$ cat config.mk
export PLATFORM = sky130hd
export DESIGN_NAME = trusted_clock_guard
export DESIGN_NICKNAME = d
export VERILOG_FILES = /design/src/sv/tcg_pkg.sv /design/src/sv/trusted_clock_guard.sv
export SDC_FILE = /design/constraint.sdc
export NUM_CORES = 1
export LEC_CHECK = 0
export ABC_AREA = 1
export BUFFER_PORTS_ARGS = -buffer_cell sky130_fd_sc_hd__buf_2
export CORE_MARGIN = 1.5
export CORE_UTILIZATION = 30
export DETAILED_ROUTE_END_ITERATION = 8
export GPL_TIMING_DRIVEN = 0
export PLACE_DENSITY = 0.48
export SKIP_CTS_REPAIR_TIMING = 1
export SYNTH_ARGS = -nofsm -noshare
export SYNTH_HDL_FRONTEND = slang
export SYNTH_SLANG_ARGS = --single-unit
$ cat constraint.sdc
create_clock -name aclk -period 4.85 [get_ports aclk]
set_input_delay 0.97 -clock aclk [delete_from_list [all_inputs] [get_ports aclk]]
set_output_delay 0.97 -clock aclk [all_outputs]
set_load 0.01 [all_outputs]
$ cat src/sv/tcg_pkg.sv
`timescale 1ns / 1ps
// ----------------------------------------------------------------------------
// tcg_pkg
// Types and constants shared by the trusted clock guard.
// ----------------------------------------------------------------------------
package tcg_pkg;

    localparam int TIME_W     = 32;
    localparam int NUDGE_W    = 17;
    localparam int INTERVAL_W = 20;
    localparam int CFG_ADDR_W = 2;
    localparam int CFG_DATA_W = 32;
    localparam int S_TDATA_W  = 104;
    localparam int S_TUSER_W  = 2;
    localparam int M_TDATA_W  = 72;

    localparam logic [TIME_W-1:0]     BUILD_FLOOR_RST   = 32'd1700000000;
    localparam logic [NUDGE_W-1:0]    MAX_NUDGE_RST     = 17'd300;
    localparam logic [INTERVAL_W-1:0] MARK_INTERVAL_RST = 20'd21600;
    localparam logic [TIME_W-1:0]     EPOCH_CEILING_RST = 32'd4102444800;

    typedef enum logic [2:0] {
        ST_OK        = 3'd0,
        ST_NO_CLOCK  = 3'd1,
        ST_STOPPED   = 3'd2,
        ST_NEVER_SET = 3'd3,
        ST_BACKWARDS = 3'd4
    } trust_state_t;

    typedef enum logic [1:0] {
        ACT_BOOT = 2'd0,
        ACT_READ = 2'd1,
        ACT_SET  = 2'd2
    } action_t;

    typedef enum logic [CFG_ADDR_W-1:0] {
        REG_BUILD_FLOOR   = 2'd0,
        REG_MAX_NUDGE     = 2'd1,
        REG_MARK_INTERVAL = 2'd2,
        REG_EPOCH_CEILING = 2'd3
    } cfg_index_t;

endpackage

$ cat src/sv/trusted_clock_guard.sv
`timescale 1ns / 1ps
// ----------------------------------------------------------------------------
// trusted_clock_guard
// Tracks the trust state of a real-time clock against a high-water mark.
// ----------------------------------------------------------------------------
// Each request on the s_ channel is one event: a boot evaluation, a clock read
// or a set-time request, selected by s_tuser. Every request yields exactly one
// result on the m_ channel with the new trust state, the returned time, the
// acceptance flag, the current mark and the storage write flags.
// A request is held in an input register, evaluated against the trust state
// and the mark by compare logic, and lands in a result register, from which it
// is offered on m_tvalid. One request is taken every cycle while the receiver
// does not stall; the trust state and the mark change on the same edge that
// registers each result. While the receiver stalls, the result register holds
// its data and one more request still waits in the input register, so
// s_tready drops only when both are full. Reset clears both valid flags,
// restores the four configuration registers to their defaults, sets the state
// to no clock and clears the mark. Configuration writes through cfg_wr_en take
// effect at the next edge and belong to idle periods.
// ----------------------------------------------------------------------------
module trusted_clock_guard (
    input  logic                                 aclk,
    input  logic                                 aresetn,
    input  logic                                 cfg_wr_en,
    input  logic [tcg_pkg::CFG_ADDR_W-1:0]       cfg_addr,
    input  logic [tcg_pkg::CFG_DATA_W-1:0]       cfg_wdata,
    input  logic                                 s_tvalid,
    output logic                                 s_tready,
    // rtc_present, osf_flag, provisioned, stored_mark, rtc_time, set_epoch.
    input  logic [tcg_pkg::S_TDATA_W-1:0]        s_tdata,
    // action.
    input  logic [tcg_pkg::S_TUSER_W-1:0]        s_tuser,
    output logic                                 m_tvalid,
    input  logic                                 m_tready,
    // trust state, time_out, accepted, persist_mark, mark_value,
    // persist_provisioned.
    output logic [tcg_pkg::M_TDATA_W-1:0]        m_tdata
);

    localparam int TW = tcg_pkg::TIME_W;

    logic [TW-1:0]                   build_floor_reg;
    logic [tcg_pkg::NUDGE_W-1:0]     max_nudge_reg;
    logic [tcg_pkg::INTERVAL_W-1:0]  mark_interval_reg;
    logic [TW-1:0]                   epoch_ceiling_reg;

    tcg_pkg::trust_state_t trust_state_reg, trust_state_next;
    logic [TW-1:0]         high_mark_reg, high_mark_next;

    logic                  in_valid_reg;
    logic [1:0]            in_action_reg;
    logic                  in_present_reg, in_osf_reg, in_prov_reg;
    logic [TW-1:0]         in_stored_reg, in_now_reg, in_epoch_reg;

    logic                  out_valid_reg;
    tcg_pkg::trust_state_t out_state_reg;
    logic [TW-1:0]         out_time_reg, out_mark_reg;
    logic                  out_accepted_reg, out_pmark_reg, out_pprov_reg;

    logic [TW-1:0] time_next;
    logic          accepted_next, pmark_next, pprov_next;
    logic          fire, in_take;

    logic [TW-1:0] delta_abs;
    logic [TW:0]   mark_plus_interval, epoch_plus_nudge;
    logic          nudge_ok, floor_ok, ceil_ok, mark_ok, set_ok;

    assign fire     = in_valid_reg && (!out_valid_reg || m_tready);
    assign s_tready = !in_valid_reg || fire;
    assign in_take  = s_tvalid && s_tready;

    always_ff @(posedge aclk) begin
        if (!aresetn) begin
            build_floor_reg   <= tcg_pkg::BUILD_FLOOR_RST;
            max_nudge_reg     <= tcg_pkg::MAX_NUDGE_RST;
            mark_interval_reg <= tcg_pkg::MARK_INTERVAL_RST;
            epoch_ceiling_reg <= tcg_pkg::EPOCH_CEILING_RST;
        end else if (cfg_wr_en) begin
            case (tcg_pkg::cfg_index_t'(cfg_addr))
                tcg_pkg::REG_BUILD_FLOOR:   build_floor_reg   <= cfg_wdata;
                tcg_pkg::REG_MAX_NUDGE:
                    max_nudge_reg <= cfg_wdata[tcg_pkg::NUDGE_W-1:0];
                tcg_pkg::REG_MARK_INTERVAL:
                    mark_interval_reg <= cfg_wdata[tcg_pkg::INTERVAL_W-1:0];
                tcg_pkg::REG_EPOCH_CEILING: epoch_ceiling_reg <= cfg_wdata;
                default: ;
            endcase
        end
    end

    always_ff @(posedge aclk) begin
        if (!aresetn) begin
            in_valid_reg <= 1'b0;
        end else if (s_tready) begin
            in_valid_reg <= s_tvalid;
        end
        if (in_take) begin
            in_action_reg  <= s_tuser;
            in_present_reg <= s_tdata[0];
            in_osf_reg     <= s_tdata[1];
            in_prov_reg    <= s_tdata[2];
            in_stored_reg  <= s_tdata[34:3];
            in_now_reg     <= s_tdata[66:35];
            in_epoch_reg   <= s_tdata[98:67];
        end
    end

    assign delta_abs = (in_epoch_reg >= in_now_reg) ? (in_epoch_reg - in_now_reg)
                                                    : (in_now_reg - in_epoch_reg);
    assign nudge_ok  = delta_abs <= {{(TW-tcg_pkg::NUDGE_W){1'b0}}, max_nudge_reg};
    assign floor_ok  = in_epoch_reg >= build_floor_reg;
    assign ceil_ok   = in_epoch_reg <= epoch_ceiling_reg;
    assign epoch_plus_nudge = {1'b0, in_epoch_reg}
                            + {{(TW+1-tcg_pkg::NUDGE_W){1'b0}}, max_nudge_reg};
    assign mark_ok   = epoch_plus_nudge >= {1'b0, high_mark_reg};
    assign mark_plus_interval = {1'b0, high_mark_reg}
                              + {{(TW+1-tcg_pkg::INTERVAL_W){1'b0}}, mark_interval_reg};
    assign set_ok = (trust_state_reg != tcg_pkg::ST_NO_CLOCK) && floor_ok && ceil_ok
                 && ((trust_state_reg != tcg_pkg::ST_OK) || nudge_ok) && mark_ok;

    always_comb begin
        trust_state_next = trust_state_reg;
        high_mark_next   = high_mark_reg;
        time_next        = '0;
        accepted_next    = 1'b1;
        pmark_next       = 1'b0;
        pprov_next       = 1'b0;
        case (tcg_pkg::action_t'(in_action_reg))
            tcg_pkg::ACT_BOOT: begin
                high_mark_next = in_stored_reg;
                time_next      = in_now_reg;
                if (!in_present_reg) begin
                    trust_state_next = tcg_pkg::ST_NO_CLOCK;
                end else if (in_osf_reg) begin
                    trust_state_next = tcg_pkg::ST_STOPPED;
                end else if (!in_prov_reg) begin
                    trust_state_next = tcg_pkg::ST_NEVER_SET;
                end else if (in_now_reg < build_floor_reg) begin
                    trust_state_next = tcg_pkg::ST_STOPPED;
                end else if (in_now_reg < in_stored_reg) begin
                    trust_state_next = tcg_pkg::ST_BACKWARDS;
                end else begin
                    trust_state_next = tcg_pkg::ST_OK;
                end
            end
            tcg_pkg::ACT_READ: begin
                time_next = in_now_reg;
                if (trust_state_reg == tcg_pkg::ST_OK) begin
                    if (in_now_reg < high_mark_reg) begin
                        trust_state_next = tcg_pkg::ST_BACKWARDS;
                    end else if ({1'b0, in_now_reg} > mark_plus_interval) begin
                        high_mark_next = in_now_reg;
                        pmark_next     = 1'b1;
                    end
                end
            end
            tcg_pkg::ACT_SET: begin
                accepted_next = 1'b0;
                if (set_ok) begin
                    pprov_next = 1'b1;
                    time_next  = in_epoch_reg;
                    if (in_epoch_reg > high_mark_reg) begin
                        high_mark_next   = in_epoch_reg;
                        pmark_next       = 1'b1;
                        trust_state_next = tcg_pkg::ST_OK;
                        accepted_next    = 1'b1;
                    end else if (in_epoch_reg < high_mark_reg) begin
                        trust_state_next = tcg_pkg::ST_BACKWARDS;
                    end else begin
                        trust_state_next = tcg_pkg::ST_OK;
                        accepted_next    = 1'b1;
                    end
                end
            end
            default: ;
        endcase
    end

    always_ff @(posedge aclk) begin
        if (!aresetn) begin
            trust_state_reg <= tcg_pkg::ST_NO_CLOCK;
            high_mark_reg   <= '0;
            out_valid_reg   <= 1'b0;
        end else begin
            if (fire) begin
                trust_state_reg <= trust_state_next;
                high_mark_reg   <= high_mark_next;
                out_valid_reg   <= 1'b1;
            end else if (m_tready) begin
                out_valid_reg   <= 1'b0;
            end
        end
        if (fire) begin
            out_state_reg    <= trust_state_next;
            out_time_reg     <= time_next;
            out_accepted_reg <= accepted_next;
            out_pmark_reg    <= pmark_next;
            out_mark_reg     <= high_mark_next;
            out_pprov_reg    <= pprov_next;
        end
    end

    assign m_tvalid = out_valid_reg;
    assign m_tdata  = {2'b00, out_pprov_reg, out_mark_reg, out_pmark_reg,
                       out_accepted_reg, out_time_reg, out_state_reg};

    // A result always mirrors the state registers until the next event lands.
    assert property (@(posedge aclk) disable iff (!aresetn)
        out_valid_reg |-> (out_mark_reg == high_mark_reg)
                          && (out_state_reg == trust_state_reg))
        else $error("result out of step with the guard state");

    assert property (@(posedge aclk) disable iff (!aresetn)
        !out_valid_reg |-> s_tready)
        else $error("input stalled while the result register is empty");

    // A mark write only comes from a read or from a set that leaves the clock trusted.
    assert property (@(posedge aclk) disable iff (!aresetn)
        (out_valid_reg && out_pmark_reg) |-> out_accepted_reg
                                             && (out_state_reg == tcg_pkg::ST_OK))
        else $error("mark write without a trusted clock");

    assert property (@(posedge aclk) disable iff (!aresetn)
        (out_valid_reg && out_pprov_reg) |-> (out_state_reg == tcg_pkg::ST_OK)
                                             || (out_state_reg == tcg_pkg::ST_BACKWARDS))
        else $error("accepted set left an unexpected state");

endmodule
Yosys cells after proc, flatten, opt, wreduce, memory -nomap -nowiden
Index checks and enable logic that the tools add are counted.
Widths: inputs -> output; s select.

operators by class
  shifts and indexed selects = 0
  mux-type cells = 32
  reduce and logical (&&, ||, !) cells = 21
  equal/unequal tests = 6
  $add $sub $neg = 4
  divide/modulo/power cells = 0
  bitwise gates (word level) = 0
  order comparisons = 11
  $mul = 0

operators with widths
  cell                number
  $mux 32             7
  $lt 32x32->1        4
  $pmux 32 s3         1
  $ge 32x32->1        2
  $pmux 32 s2         1
  $sub 32x32->32      2
  $add 32x17->33      1
  $add 32x20->33      1
  $ge 33x32->1        1
  $gt 32x33->1        1
  $gt 32x32->1        1
  $le 32x17->1        1
  $le 32x32->1        1
  $mux 3              10
  $mux 1              11
  $pmux 3 s3          1
  $reduce_and 2->1    4
  $eq 2x2->1 const B  3
  $logic_and 1x1->1   6
  $eq 2x1->1 const B  2
  $logic_not 2->1     2
  $logic_not 3->1     1
  $logic_or 1x1->1    3
  $ne 3x1->1 const B  1
  5 further kinds     6

word-level totals
  output and inout bits = 74
  bits in latches = 0
  ROM bits = 0
  word-level logic and storage cells = 95
  input port bits = 145
  register bits after elaboration = 309
  memory bits (writable) = 0
  memories = 0

Longest topological paths before layout
Gate-level depths: netlist (run 1).

  depth in word-level cells = 8
  depth in mapped cells = 39
  gate-level depth less buffers = 38

Worst setup path after synthesis (run 1)
No wires, ideal clock.

  path type = register to register
  start = reg in_epoch_reg[2]
  end = reg out_mark_reg[26], data pin
  clock period less this slack = 4.701 ns
  data required time = 4.598 ns
  path buffers = 1
  setup slack = 0.149 ns
  stages on the path, launching flop included = 32
  setup time = 0.252 ns
  arrival = 4.449 ns
  path through = edfxtp_1 ha_1 a21oi_1 o211ai_1 a31oi_1 o21ai_0 nand2_1 nand2_1 a21oi_1 o21ai_0 nand3_1 nand2_1 nand2_1 nor2_1 nand2_1 xor2_1 inv_1 ha_1 nand4_1 nor4b_1 nand4_1 nand2_1 inv_1 nand3_1 nand2_1 clkinv_1 clkbuf_1 nand3_1 nand3_1 nand2_1 nand2_1 inv_1

on the way
  longest elaborated chain between the ends = 8
  elaborated cells between the ends (all ways) = 18
  those cells by class = add/sub (3); order compare (6); mux (4); reduce/logical (5)

RTL lines
  item                                          line                        RTL
  start, declared                               trusted_clock_guard.sv:53   logic [TW-1:0] in_stored_reg, in_now_reg, in_epoch_reg;
  start signal, assigned                        trusted_clock_guard.sv:104  in_epoch_reg <= s_tdata[98:67];
  $sub 32x32->32, or another cell as far along  trusted_clock_guard.sv:109  : (in_now_reg - in_epoch_reg);
  $mux 32                                       trusted_clock_guard.sv:108  assign delta_abs = (in_epoch_reg >= in_now_reg) ? (in_epoch_reg - in_now_reg)
  $le 32x17->1                                  trusted_clock_guard.sv:110  assign nudge_ok = delta_abs <= {{(TW-tcg_pkg::NUDGE_W){1'b0}}, max_nudge_reg};
  $logic_or 1x1->1                              trusted_clock_guard.sv:119  && ((trust_state_reg != tcg_pkg::ST_OK) || nudge_ok) && mark_ok;
  $logic_and 1x1->1 (2 in a row)                trusted_clock_guard.sv:119
  $mux 32 *                                     trusted_clock_guard.sv:159  if (set_ok) begin
  $pmux 32 s3 *                                 trusted_clock_guard.sv:128  case (tcg_pkg::action_t'(in_action_reg))
  named net high_mark_next[26]                  trusted_clock_guard.sv:48   logic [TW-1:0] high_mark_reg, high_mark_next;
  end signal, assigned                          trusted_clock_guard.sv:198  out_mark_reg <= high_mark_next;
  end, declared                                 trusted_clock_guard.sv:57   logic [TW-1:0] out_time_reg, out_mark_reg;

Mark *: on every way through the listed nets, which the timed path passes. The rest lies on a longest branch.
A chain may end at the register's enable or synchronous reset.

Worst setup path in the final report (run 1)
  start = reg in_epoch_reg[3]
  end = reg out_time_reg[9], data pin

on the way
  longest elaborated chain between the ends = 8
  elaborated cells between the ends (all ways) = 16
  those cells by class = add/sub (3); order compare (5); mux (3); reduce/logical (5)

RTL lines
  item                                          line                        RTL
  $sub 32x32->32, or another cell as far along  trusted_clock_guard.sv:109
  $mux 32                                       trusted_clock_guard.sv:108
  $le 32x17->1                                  trusted_clock_guard.sv:110
  $logic_or 1x1->1                              trusted_clock_guard.sv:119
  $logic_and 1x1->1                             trusted_clock_guard.sv:119
  $logic_and 1x1->1 *                           trusted_clock_guard.sv:119
  $mux 32 *                                     trusted_clock_guard.sv:159
  $pmux 32 s2 *                                 trusted_clock_guard.sv:128
  named net time_next[9]                        trusted_clock_guard.sv:60   logic [TW-1:0] time_next;
  end signal, assigned                          trusted_clock_guard.sv:195  out_time_reg <= time_next;
  end, declared                                 trusted_clock_guard.sv:57

Marks and branches as above.

==> impl_metrics.toml, run 1 <==
[clocking]
clk_transition_reported_paths_ns = 0.06
cts-buffers-inserted = 38
clock_sinks = 309
worstSkewPairLatency_ns = 0.57
clockBufferDepth = 3
htreeDepth = 2
cts_tree = "done"
root_buffer = "sky130_fd_sc_hd__clkbuf_16"

[synth]
synth.cell_area_um2 = 25800
syn_inst = 3638
syn-mean-instance-area_um2 = 7.10
yosysWarningCount = 0
seq_area_frac_synth_pct = 30.6
netlist-cell-type-count = 51
synth.ff_latch_count = 309

[floorplanning]
die_h_um = 296
design.die.area_um2 = 87900
floorplan.core_area_um2 = 85300
rows = 107
initial_core_util_pct = 30.3
ios = 219
die_w_um = 296

[sta]
unrepaired_setup_endpoints_after_global_routing = "yes"
worst-slew-pin-transition_ns = 1.20
finish_stage_setup_viols = 103
fin_setup_tns_ns = -22.97
slew-limit-headroom_pct = 20.0
maxClockFrequency_mhz = 192
hold_violations = 0
fin_hold_ws_ns = 0.462
finalClockSkew_ns = 0.0181
final-max-slew-violation-count = 0
min_period_ns = 5.21
fin_crit_sh_pct = 107
post-route-worst-setup-slack_ns = -0.359

[critical_path]
worst-endpoint-required_ns = 5.13
crit_slowest_cell = "sky130_fd_sc_hd__edfxtp_1"
timing.critical_path.max_delay_family = "simple AND/OR/NAND/NOR gates"
cp_common_cell = "sky130_fd_sc_hd__nand2_2"
biggest_cell_delay_along_the_critical_path_ns = 0.52
worst-endpoint-arrival_ns = 5.49
setup.worst_path.end_class = "flop"
path_max_fanout = 10
critPathLaunchType = "flop"
critPathKind = "reg -> reg"
worstPathBufferInverterCount = 8

[global_routing]
antenna_found_initial = 14
grt_first_pass_wirelength_um = 150000
globalRoute.totalOverflow = 0
grt_pass1_vias = 24383
maximum_number_of_pins_on_one_net_before_global_route_repair = 65
total_track_usage_pct = 22.9

[drt]
avgViaCountPerCell = 4.87
num_vias = 25566
detail_route.wl_per_cell_um = 20.0
wirelength_um = 105000
dr.pass1.iters = 6
number_of_violations_reported_at_the_end_of_detailed_routing_iteration_0 = 1416
drc = 0
count_of_antenna_violating_nets_left_after_detailed_routing = 0

[place]
numPortBuffers = 211
detailed_place_hpwl_um = 82700
final_weighted_congestion_in_routability_driven_placement = 0.924
numPlacedInstances = 4996

[finish]
final_layout_size_suffix_gt1_share_pct = 20.5
final_net_count = 4598
layout.cells.most_common_list = "899 x sky130_fd_sc_hd__nand2_1, 475 x sky130_fd_sc_hd__inv_1, 335 x sky130_fd_sc_hd__ha_1"
number_of_standard_cells_in_the_final_layout_excluding_fillers = 5252
layout_commonest_cell = "sky130_fd_sc_hd__nand2_1"
flow.area_growth_from_synthesis_pct = 29.9

[pwr]
static-leakage-power_nw = 16.1
worst_ir_drop_vdd_v = 0.000232
p_per_area_nw_per_um2 = 272

[job]
cap_violations = 0

[status]
failed_checks = "setup timing"
run_status = "finished with violations"

[worst_hold_path]
min_path_type = "reg -> reg"
worst paths after layout:
kind	startpoint	endpoint	slack, ns	depth (start not counted)
worst min-delay path	epoch_ceiling_reg[16]$_SDFFE_PN0P_	epoch_ceiling_reg[16]$_SDFFE_PN0P_	0.46	2
worst min register to register	epoch_ceiling_reg[16]$_SDFFE_PN0P_	epoch_ceiling_reg[16]$_SDFFE_PN0P_	0.46	2
worst max-delay path	in_epoch_reg[3]$_DFFE_PP_	out_time_reg[9]$_DFFE_PP_	-0.36	35
worst max register to register	in_epoch_reg[3]$_DFFE_PP_	out_time_reg[9]$_DFFE_PP_	-0.36	35
layout make-up:
cell class,count,area [µm²]
sequential,309,7900
fill,9029,51700
tap,1144,1430
timing repair buffer,393,2990
clock buffer,51,1070
inverter,516,1970
multi-input combinational,2711,17300
antenna,5,12.5
clock inverter,18,234
timing repair inverter,1,16.3
buffer,104,631
worst register-to-register path, delay by kind of cell, from the launching register on:
kind | cells | cell delay [ns]
flip-flops | 1 | 0.52
AO/OA/AOI/OAI | 2 | 0.11
adder cells (fa/ha/maj) | 2 | 0.54
XOR/XNOR | 1 | 0.18
buffers and inverters | 8 | 1.22
AND/OR/NAND/NOR | 22 | 2.35
cells by family after synthesis:
logic type      synth area share [%]
simple gates                    25.2
compound gates                  13.9
buf+inv                         9.34
fa+ha+maj                       18.5
flops                           30.6
xor+xnor                        2.54
other cells                   0.0145
mux                           0.0387
through the flow:
step	utilization, %	total power, mW	instance area [µm²]	setup WS [ns]
3_3_place_gp	33.2	5.57	28300	-2.14
5_1_grt	39.3	9.65	33500	-0.600
4_1_cts	34.8	8.65	29700	-2.13
2_1_floorplan	-	4.73	25800	0.149
6_report	39.4	9.14	33600	-0.359
3_5_place_dp	33.3	5.58	28400	-2.11
per-layer routing:
layer  track usage (%)  share of wire, %  wire length, µm
met1              30.5                44            46500
met2              39.7                48            50700
met3              2.06               5.0             5230
met4              5.35               2.5             2630
met5                 0             0.026               27
cell usage after synthesis (all sizes together):
master	instances	area share, %
a211oi	12	0.35
a21boi	4	0.12
and3	1	0.024
o21ai	235	4.6
nor2	263	3.9
nor3	35	0.68
clkinv	10	0.15
xnor2	27	0.92
a31oi	6	0.15
o221ai	6	0.20
o211ai	30	0.87
o2111ai	1	0.034
nand3	180	3.5
a221oi	1	0.034
or2	1	0.024
o31ai	2	0.058
o22ai	1	0.024
nand4	58	1.4
ha	375	18
o21bai	9	0.26
or3	1	0.024
conb	1	0.015
nor4	12	0.29
fa	4	0.31
mux2i	1	0.039
nand3b	5	0.15
clkbuf	76	1.1
o21a	8	0.23
xor2	48	1.6
a21o	3	0.087
nand2	1028	15
a31o	1	0.034
o311ai	1	0.034
inv	506	7.4
nor4b	2	0.068
dfxtp	138	11
edfxtp	171	20
a21oi	346	6.8
buf	29	0.74
power by group:
group / total, mW / internal, mW / switching [mW]
clock: 3.05 / 1.83 / 1.22
sequential: 3.05 / 2.94 / 0.108
combinational: 3.04 / 1.16 / 1.88
total: 9.14 / 5.93 / 3.21
Note: power is estimated with default switching activity, not from simulation.
==> run 2, diff against run 1 <==
--- a/config.mk
+++ b/config.mk
@@ -5,7 +5,6 @@
 export SDC_FILE = /design/constraint.sdc
 export NUM_CORES = 1
 export LEC_CHECK = 0
-export ABC_AREA = 1
 export BUFFER_PORTS_ARGS = -buffer_cell sky130_fd_sc_hd__buf_2
 export CORE_MARGIN = 1.5
 export CORE_UTILIZATION = 30
==> run 2 against run 1 <==
  * The flow finishes with violations (DRC, setup timing)
  * Wire length decreased by 5.4%
  * Clock-buffer cell count decreased by 8
  * Sequential cell count unchanged
  * Area after synthesis decreased by 5.0%
  * Combinational power decreased by 23%
  * Via count decreased by 9.2%
  * Core utilization decreased by 1.2 points
  * Critical path type unchanged
==> impl_metrics.toml, run 2 <==
[critical_path]
critPathLaunchType = "flop"
timing.rr.start = "in_now_reg[3]$_DFFE_PP_"
path_max_fanout = 10
setup.worst_path.end_class = "flop"
worstPathBufferInverterCount = 7
r2r.worst_path.cells = 30
critical_path.reg2reg.endpoint = "out_mark_reg[19]$_DFFE_PP_"
cp_num_cells = 30
worst-endpoint-arrival_ns = 7.31
critPathKind = "reg -> reg"
biggest_cell_delay_along_the_critical_path_ns = 0.50
timing.critical_path.max_delay_family = "compound AO/OA/AOI/OAI gates"
setup.reg_to_reg.worst_slack_ns = -2.20
worst-endpoint-required_ns = 5.12
crit_slowest_cell = "sky130_fd_sc_hd__edfxtp_1"

[clocking]
worstSkewPairLatency_ns = 0.59
htreeDepth = 2
clockBufferDepth = 3
cts_tree = "done"
clock_sinks = 309
cts-buffers-inserted = 37
clk_transition_reported_paths_ns = 0.07
root_buffer = "sky130_fd_sc_hd__clkbuf_16"

[place]
detailed_place_hpwl_um = 77700
place_area_um2 = 27000
numPortBuffers = 209
final_weighted_congestion_in_routability_driven_placement = 0.921

[sta]
finalClockSkew_ns = 0.0593
finish_stage_setup_viols = 105
final-max-slew-violation-count = 0
fin_hold_ws_ns = 0.452
fin_crit_sh_pct = 145
hold_violations = 0
min_period_ns = 7.05
unrepaired_setup_endpoints_after_global_routing = "yes"
maxClockFrequency_mhz = 142
post-route-worst-setup-slack_ns = -2.20
slew-limit-headroom_pct = 10.0
worst-slew-pin-transition_ns = 1.35

[pwr]
static-leakage-power_nw = 13.6
internal_power_mw = 5.64
power.switching_mw = 2.75
p_per_area_nw_per_um2 = 273
share_comb_of_total_power_pct = 28.1
clockPowerShare_pct = 36.1
power_frac_seq_pct = 35.9
worst_ir_drop_vdd_v = 0.000232
switching_share_pct = 32.8
total_power_mw = 8.39

[floorplanning]
die_h_um = 289
ios = 219
initial_core_util_pct = 30.4
floorplan.core_area_um2 = 80700
rows = 104
die_w_um = 289
design.die.area_um2 = 83500

[synth]
postSynth.topFlopCell = "sky130_fd_sc_hd__edfxtp_1"
synth_most_common_cell = "sky130_fd_sc_hd__ha_1"
dominant_combinational_cell_family_by_area_after_synthesis = "compound AO/OA/AOI/OAI gates"
syn_inst = 2811
synth_xor_area_share_pct = 3.00
netlist.top_cell.by_area = "sky130_fd_sc_hd__edfxtp_1"
synth-adder-area-share_pct = 19.5
synth_edf_count = 171
synthSimpleGateAreaFrac_pct = 15.0
muxShareOfSynthArea_pct = 1.51
synth_compound_gate_area_share_pct = 22.8
post_synth_main_area_contributors = "sky130_fd_sc_hd__edfxtp_1 21%, sky130_fd_sc_hd__ha_1 19%, sky130_fd_sc_hd__dfxtp_1 11%, sky130_fd_sc_hd__a21oi_1 5.7%, sky130_fd_sc_hd__nand2_1 4.7%"
yosys.area.top_type_share_pct = 20.9
synth.cell_area_um2 = 24500
syn-mean-instance-area_um2 = 8.73
synth.ff_latch_count = 309
seq_area_frac_synth_pct = 32.2
yosysWarningCount = 0
ys_async_sr_fraction_pct = 0
netlist-cell-type-count = 79
post_synth_most_frequent_cells = "375 x sky130_fd_sc_hd__ha_1, 304 x sky130_fd_sc_hd__nand2_1, 279 x sky130_fd_sc_hd__a21oi_1"

[global_routing]
grt_pass1_vias = 21867
total_track_usage_pct = 22.9
grt_first_pass_wirelength_um = 141000
maximum_number_of_pins_on_one_net_before_global_route_repair = 79
antenna_found_initial = 2
globalRoute.totalOverflow = 0

[drt]
num_vias = 23209
count_of_antenna_violating_nets_left_after_detailed_routing = 0
number_of_violations_reported_at_the_end_of_detailed_routing_iteration_0 = 1937
avgViaCountPerCell = 5.35
wirelength_um = 99500
dr.pass1.iters = 7
detail_route.wl_per_cell_um = 22.9
drc = 1

[status]
run_status = "finished with violations"
failed_checks = "DRC, setup timing"

[finish]
layout_commonest_cell = "sky130_fd_sc_hd__ha_1"
final_layout_size_suffix_gt1_share_pct = 20.0
layout.cells.most_common_list = "372 x sky130_fd_sc_hd__ha_1, 303 x sky130_fd_sc_hd__nand2_1, 259 x sky130_fd_sc_hd__a21oi_1"
insertedDiodeCount = 0
final_net_count = 3774
flow.area_growth_from_synthesis_pct = 25.4
fin_area_um2 = 30800

[worst_hold_path]
worstHoldStart = "build_floor_reg[7]$_SDFFE_PN0P_"
holdPathEnd = "build_floor_reg[7]$_SDFFE_PN0P_"
min_path_type = "reg -> reg"
min_delay_path_depth = 2

[job]
cap_violations = 0
## run 2: cell types whose count changed after synthesis, moves of 27 or more
| cell | previous run | this run |
|---|---|---|
| sky130_fd_sc_hd__a21o_1 | 3 | 111 |
| sky130_fd_sc_hd__nand3_1 | 179 | 34 |
| sky130_fd_sc_hd__inv_1 | 502 | 241 |
| sky130_fd_sc_hd__nor2_1 | 257 | 187 |
| sky130_fd_sc_hd__o21ai_0 | 235 | 107 |
| sky130_fd_sc_hd__mux2i_1 | 1 | 37 |
| sky130_fd_sc_hd__a22oi_1 | 0 | 36 |
| sky130_fd_sc_hd__a21oi_1 | 339 | 279 |
| sky130_fd_sc_hd__nand4_1 | 58 | 95 |
| sky130_fd_sc_hd__o22a_1 | 0 | 27 |
| sky130_fd_sc_hd__nand2_1 | 1022 | 304 |
| sky130_fd_sc_hd__xnor2_1 | 27 | 58 |
| sky130_fd_sc_hd__a31oi_1 | 6 | 43 |
| sky130_fd_sc_hd__o21a_1 | 8 | 51 |
## run 2: cell families after synthesis
group,Yosys count
compound gates,850
simple gates,785
fa+ha+maj,379
buf+inv,366
flops,309
xor+xnor,84
mux,37
other cells,1
## run 2: worst max-delay path by stage
| stage | startpoint | to |
|---|---|---|
| after global routing | in_epoch_reg[0]$_DFFE_PP_ | out_mark_reg[19]$_DFFE_PP_ |
| after CTS | in_now_reg[4]$_DFFE_PP_ | out_time_reg[13]$_DFFE_PP_ |
| final | in_now_reg[3]$_DFFE_PP_ | out_mark_reg[19]$_DFFE_PP_ |
| after detailed placement | in_now_reg[9]$_DFFE_PP_ | out_time_reg[21]$_DFFE_PP_ |
| after global placement | in_now_reg[9]$_DFFE_PP_ | out_time_reg[21]$_DFFE_PP_ |
| after floorplan | in_epoch_reg[0]$_DFFE_PP_ | out_mark_reg[1]$_DFFE_PP_ |
## run 2: area by class of cell
cell class	instances	area [µm²]
buffer	124	741
clock buffer	43	980
clock inverter	24	308
fill	8346	49900
inverter	242	918
multi-input combinational	2137	15800
sequential	309	7900
tap	1060	1330
timing repair buffer	399	2790
## run 2: per-stage QoR
stage / instances / TNS, ns / setup slack, ns / utilization, %
3_5_place_dp: 4082 / -315.96 / -3.43 / 33.5
3_3_place_gp: 4081 / -458.43 / -3.53 / 33.5
6_report: 4338 / -206.52 / -2.20 / 38.1
5_1_grt: 4338 / -216.04 / -2.27 / 38.1
2_1_floorplan: 2812 / -83.86 / -0.989 / -
4_1_cts: 4149 / -323.07 / -3.52 / 35.1
## run 2: tightest hold or removal path, delay by kind of cell, from the launching register on
kind,cells,cell delay (ns)
AO/OA/AOI/OAI,1,0.05
flip-flops,1,0.30
AND/OR/NAND/NOR,1,0.05
## run 2: power by group through the flow
stage	logic, mW	registers (mW)	clock network (mW)
after floorplan	1.32	3.07	0
after global placement	1.95	3.18	0
after detailed placement	1.95	3.17	0
after CTS	1.96	3.12	3.10
after global routing	2.57	3.02	3.19
final	2.35	3.01	3.02
## run 2: routing by layer
metal	vias up	track usage [%]	wire length, µm
met4	2	7.96	3480
met2	771	38.1	46300
met5	-	0	7
met1	11087	30.6	44300
met3	141	2.57	5380
li1	11208	-	-
==> run 3, diff against run 2 <==
==> constraint.sdc (replaced) <==
create_clock -name aclk -period 5.8 [get_ports aclk]
set_input_delay 1.16 -clock aclk [delete_from_list [all_inputs] [get_ports aclk]]
set_output_delay 1.16 -clock aclk [all_outputs]
set_load 0.01 [all_outputs]
==> run 3 against run 2 <==
  * The run ends with setup timing left
  * Worst hold slack better by 0.0027 ns
  * Wire length is 1.3% higher
  * Fmax is 2.4% lower
  * Sequential share of layout area is 0.23 points higher
  * Combinational power is 17% lower
  * Via count is 1.1% lower
  * Final area is 0.89% lower
==> impl_metrics.toml, run 3 (same netlist as run 2, synthesis figures left out) <==
[floorplanning]
die_h_um = 289
ios = 219
floorplan.core_area_um2 = 80700
rows = 104
initial_core_util_pct = 30.4
die_w_um = 289
design.die.area_um2 = 83500

[drt]
drc = 0
num_vias = 22951
detail_route.wl_per_cell_um = 23.4
detail_route_met3_wl_um = 5450
dr.pass1.iters = 8
count_of_antenna_violating_nets_left_after_detailed_routing = 0
wl_met1_um = 45400
number_of_violations_reported_at_the_end_of_detailed_routing_iteration_0 = 1611
detailroute.wirelength.met2_um = 46800
wirelength_um = 101000
top_signal_layer_used = "met5"
avgViaCountPerCell = 5.32

[status]
failed_checks = "setup timing"
run_status = "finished with violations"

[place]
numPortBuffers = 209
detailed_place_hpwl_um = 78900
final_weighted_congestion_in_routability_driven_placement = 0.943
numPlacedInstances = 4082
dp_worst_setup_slack_ns = -2.91
place_area_um2 = 27000

[finish]
final_layout_size_suffix_gt1_share_pct = 19.0
layout.core_utilization_pct = 37.8
number_of_standard_cells_in_the_final_layout_excluding_fillers = 4317
fin_area_um2 = 30500
layout.cells.most_common_list = "373 x sky130_fd_sc_hd__ha_1, 302 x sky130_fd_sc_hd__nand2_1, 262 x sky130_fd_sc_hd__a21oi_1"
layout_commonest_cell = "sky130_fd_sc_hd__ha_1"
flow.area_growth_from_synthesis_pct = 24.3
final_net_count = 3749
nFillCells = 8335

[critical_path]
worst-endpoint-required_ns = 6.10
worst-endpoint-arrival_ns = 7.52
setup.worst_path.end_class = "flop"
r2r.worst_path.cells = 30
path_max_fanout = 10
timing.rr.start = "in_epoch_reg[0]$_DFFE_PP_"
setup.reg_to_reg.worst_slack_ns = -1.42
critical_path.reg2reg.endpoint = "out_mark_reg[21]$_DFFE_PP_"
critPathKind = "reg -> reg"
critPathLaunchType = "flop"
cp_common_cell = "sky130_fd_sc_hd__a21oi_2"
biggest_cell_delay_along_the_critical_path_ns = 0.54
crit_slowest_cell = "sky130_fd_sc_hd__or4_4"

[global_routing]
grt_pass1_vias = 21677
total_track_usage_pct = 23.2
globalRoute.totalOverflow = 0
maximum_number_of_pins_on_one_net_before_global_route_repair = 79
antenna_found_initial = 5
grt_first_pass_wirelength_um = 143000

[sta]
maxClockFrequency_mhz = 139
finalClockSkew_ns = 0.0193
slew-limit-headroom_pct = 5.36
fin_hold_ws_ns = 0.454
hold_violations = 0
fin_setup_tns_ns = -124.76
min_period_ns = 7.22
unrepaired_setup_endpoints_after_global_routing = "yes"
fin_crit_sh_pct = 124
finish_stage_setup_viols = 105
post-route-worst-setup-slack_ns = -1.42
final-max-slew-violation-count = 0
worst-slew-pin-transition_ns = 1.42

[clocking]
cts-buffers-inserted = 38
clock_sinks = 309
cts_tree = "done"
htreeDepth = 2
clockBufferDepth = 3
root_buffer = "sky130_fd_sc_hd__clkbuf_16"
worstSkewPairLatency_ns = 0.59
clk_transition_reported_paths_ns = 0.07

[job]
cap_violations = 0

[worst_hold_path]
min_delay_path_depth = 2
min_path_type = "reg -> reg"
worstHoldStart = "build_floor_reg[2]$_SDFFE_PN0P_"
holdPathEnd = "build_floor_reg[2]$_SDFFE_PN0P_"

[pwr]
worst_ir_drop_vdd_v = 0.000221
total_power_mw = 7.09
static-leakage-power_nw = 13.5
p_per_area_nw_per_um2 = 233
-- run 3: worst max-delay path, delay by kind of cell (launching register included) --
family	cells	cell delay, ns
flops	1	0.46
simple gates	4	1.54
fa+ha+maj	3	0.80
xor+xnor	1	0.19
buf+inv	6	0.68
compound gates	16	3.24
-- run 3: cell type report --
type	count	area [µm²]	area share, %
Timing Repair Buffer	373	2600	8.53
Antenna cell	2	5.00	0.0164
Tap cell	1060	1330	4.35
Clock inverter	26	348	1.14
Inverter	242	918	3.01
Buffer	124	716	2.35
Sequential cell	309	7900	25.9
Clock buffer	44	995	3.26
Multi-Input combinational cell	2137	15700	51.4
-- run 3: how the worst max path moves through the flow --
| stage | from | end | slack (ns) |
|---|---|---|---|
| final | in_epoch_reg[0]$_DFFE_PP_ | out_mark_reg[21]$_DFFE_PP_ | -1.42 |
| after detailed placement | in_now_reg[11]$_DFFE_PP_ | out_time_reg[12]$_DFFE_PP_ | -2.91 |
| after CTS | in_now_reg[11]$_DFFE_PP_ | out_time_reg[12]$_DFFE_PP_ | -2.96 |
| after floorplan | in_epoch_reg[0]$_DFFE_PP_ | out_mark_reg[1]$_DFFE_PP_ | -0.04 |
| after global routing | in_epoch_reg[0]$_DFFE_PP_ | out_mark_reg[31]$_DFFE_PP_ | -1.51 |
| after global placement | in_now_reg[11]$_DFFE_PP_ | out_time_reg[12]$_DFFE_PP_ | -2.94 |
-- run 3: routing by layer --
metal | global-route usage [%] | up-vias
met5 | 0 | -
met4 | 6.94 | 2
met3 | 2.45 | 117
met2 | 38.3 | 730
met1 | 32.0 | 10972
li1 | - | 11130
-- run 3: power by group --
group | switching [mW] | total (mW) | internal [mW]
combinational | 1.17 | 1.94 | 0.770
sequential | 0.0910 | 2.53 | 2.44
clock | 1.07 | 2.62 | 1.56
total | 2.33 | 7.09 | 4.76
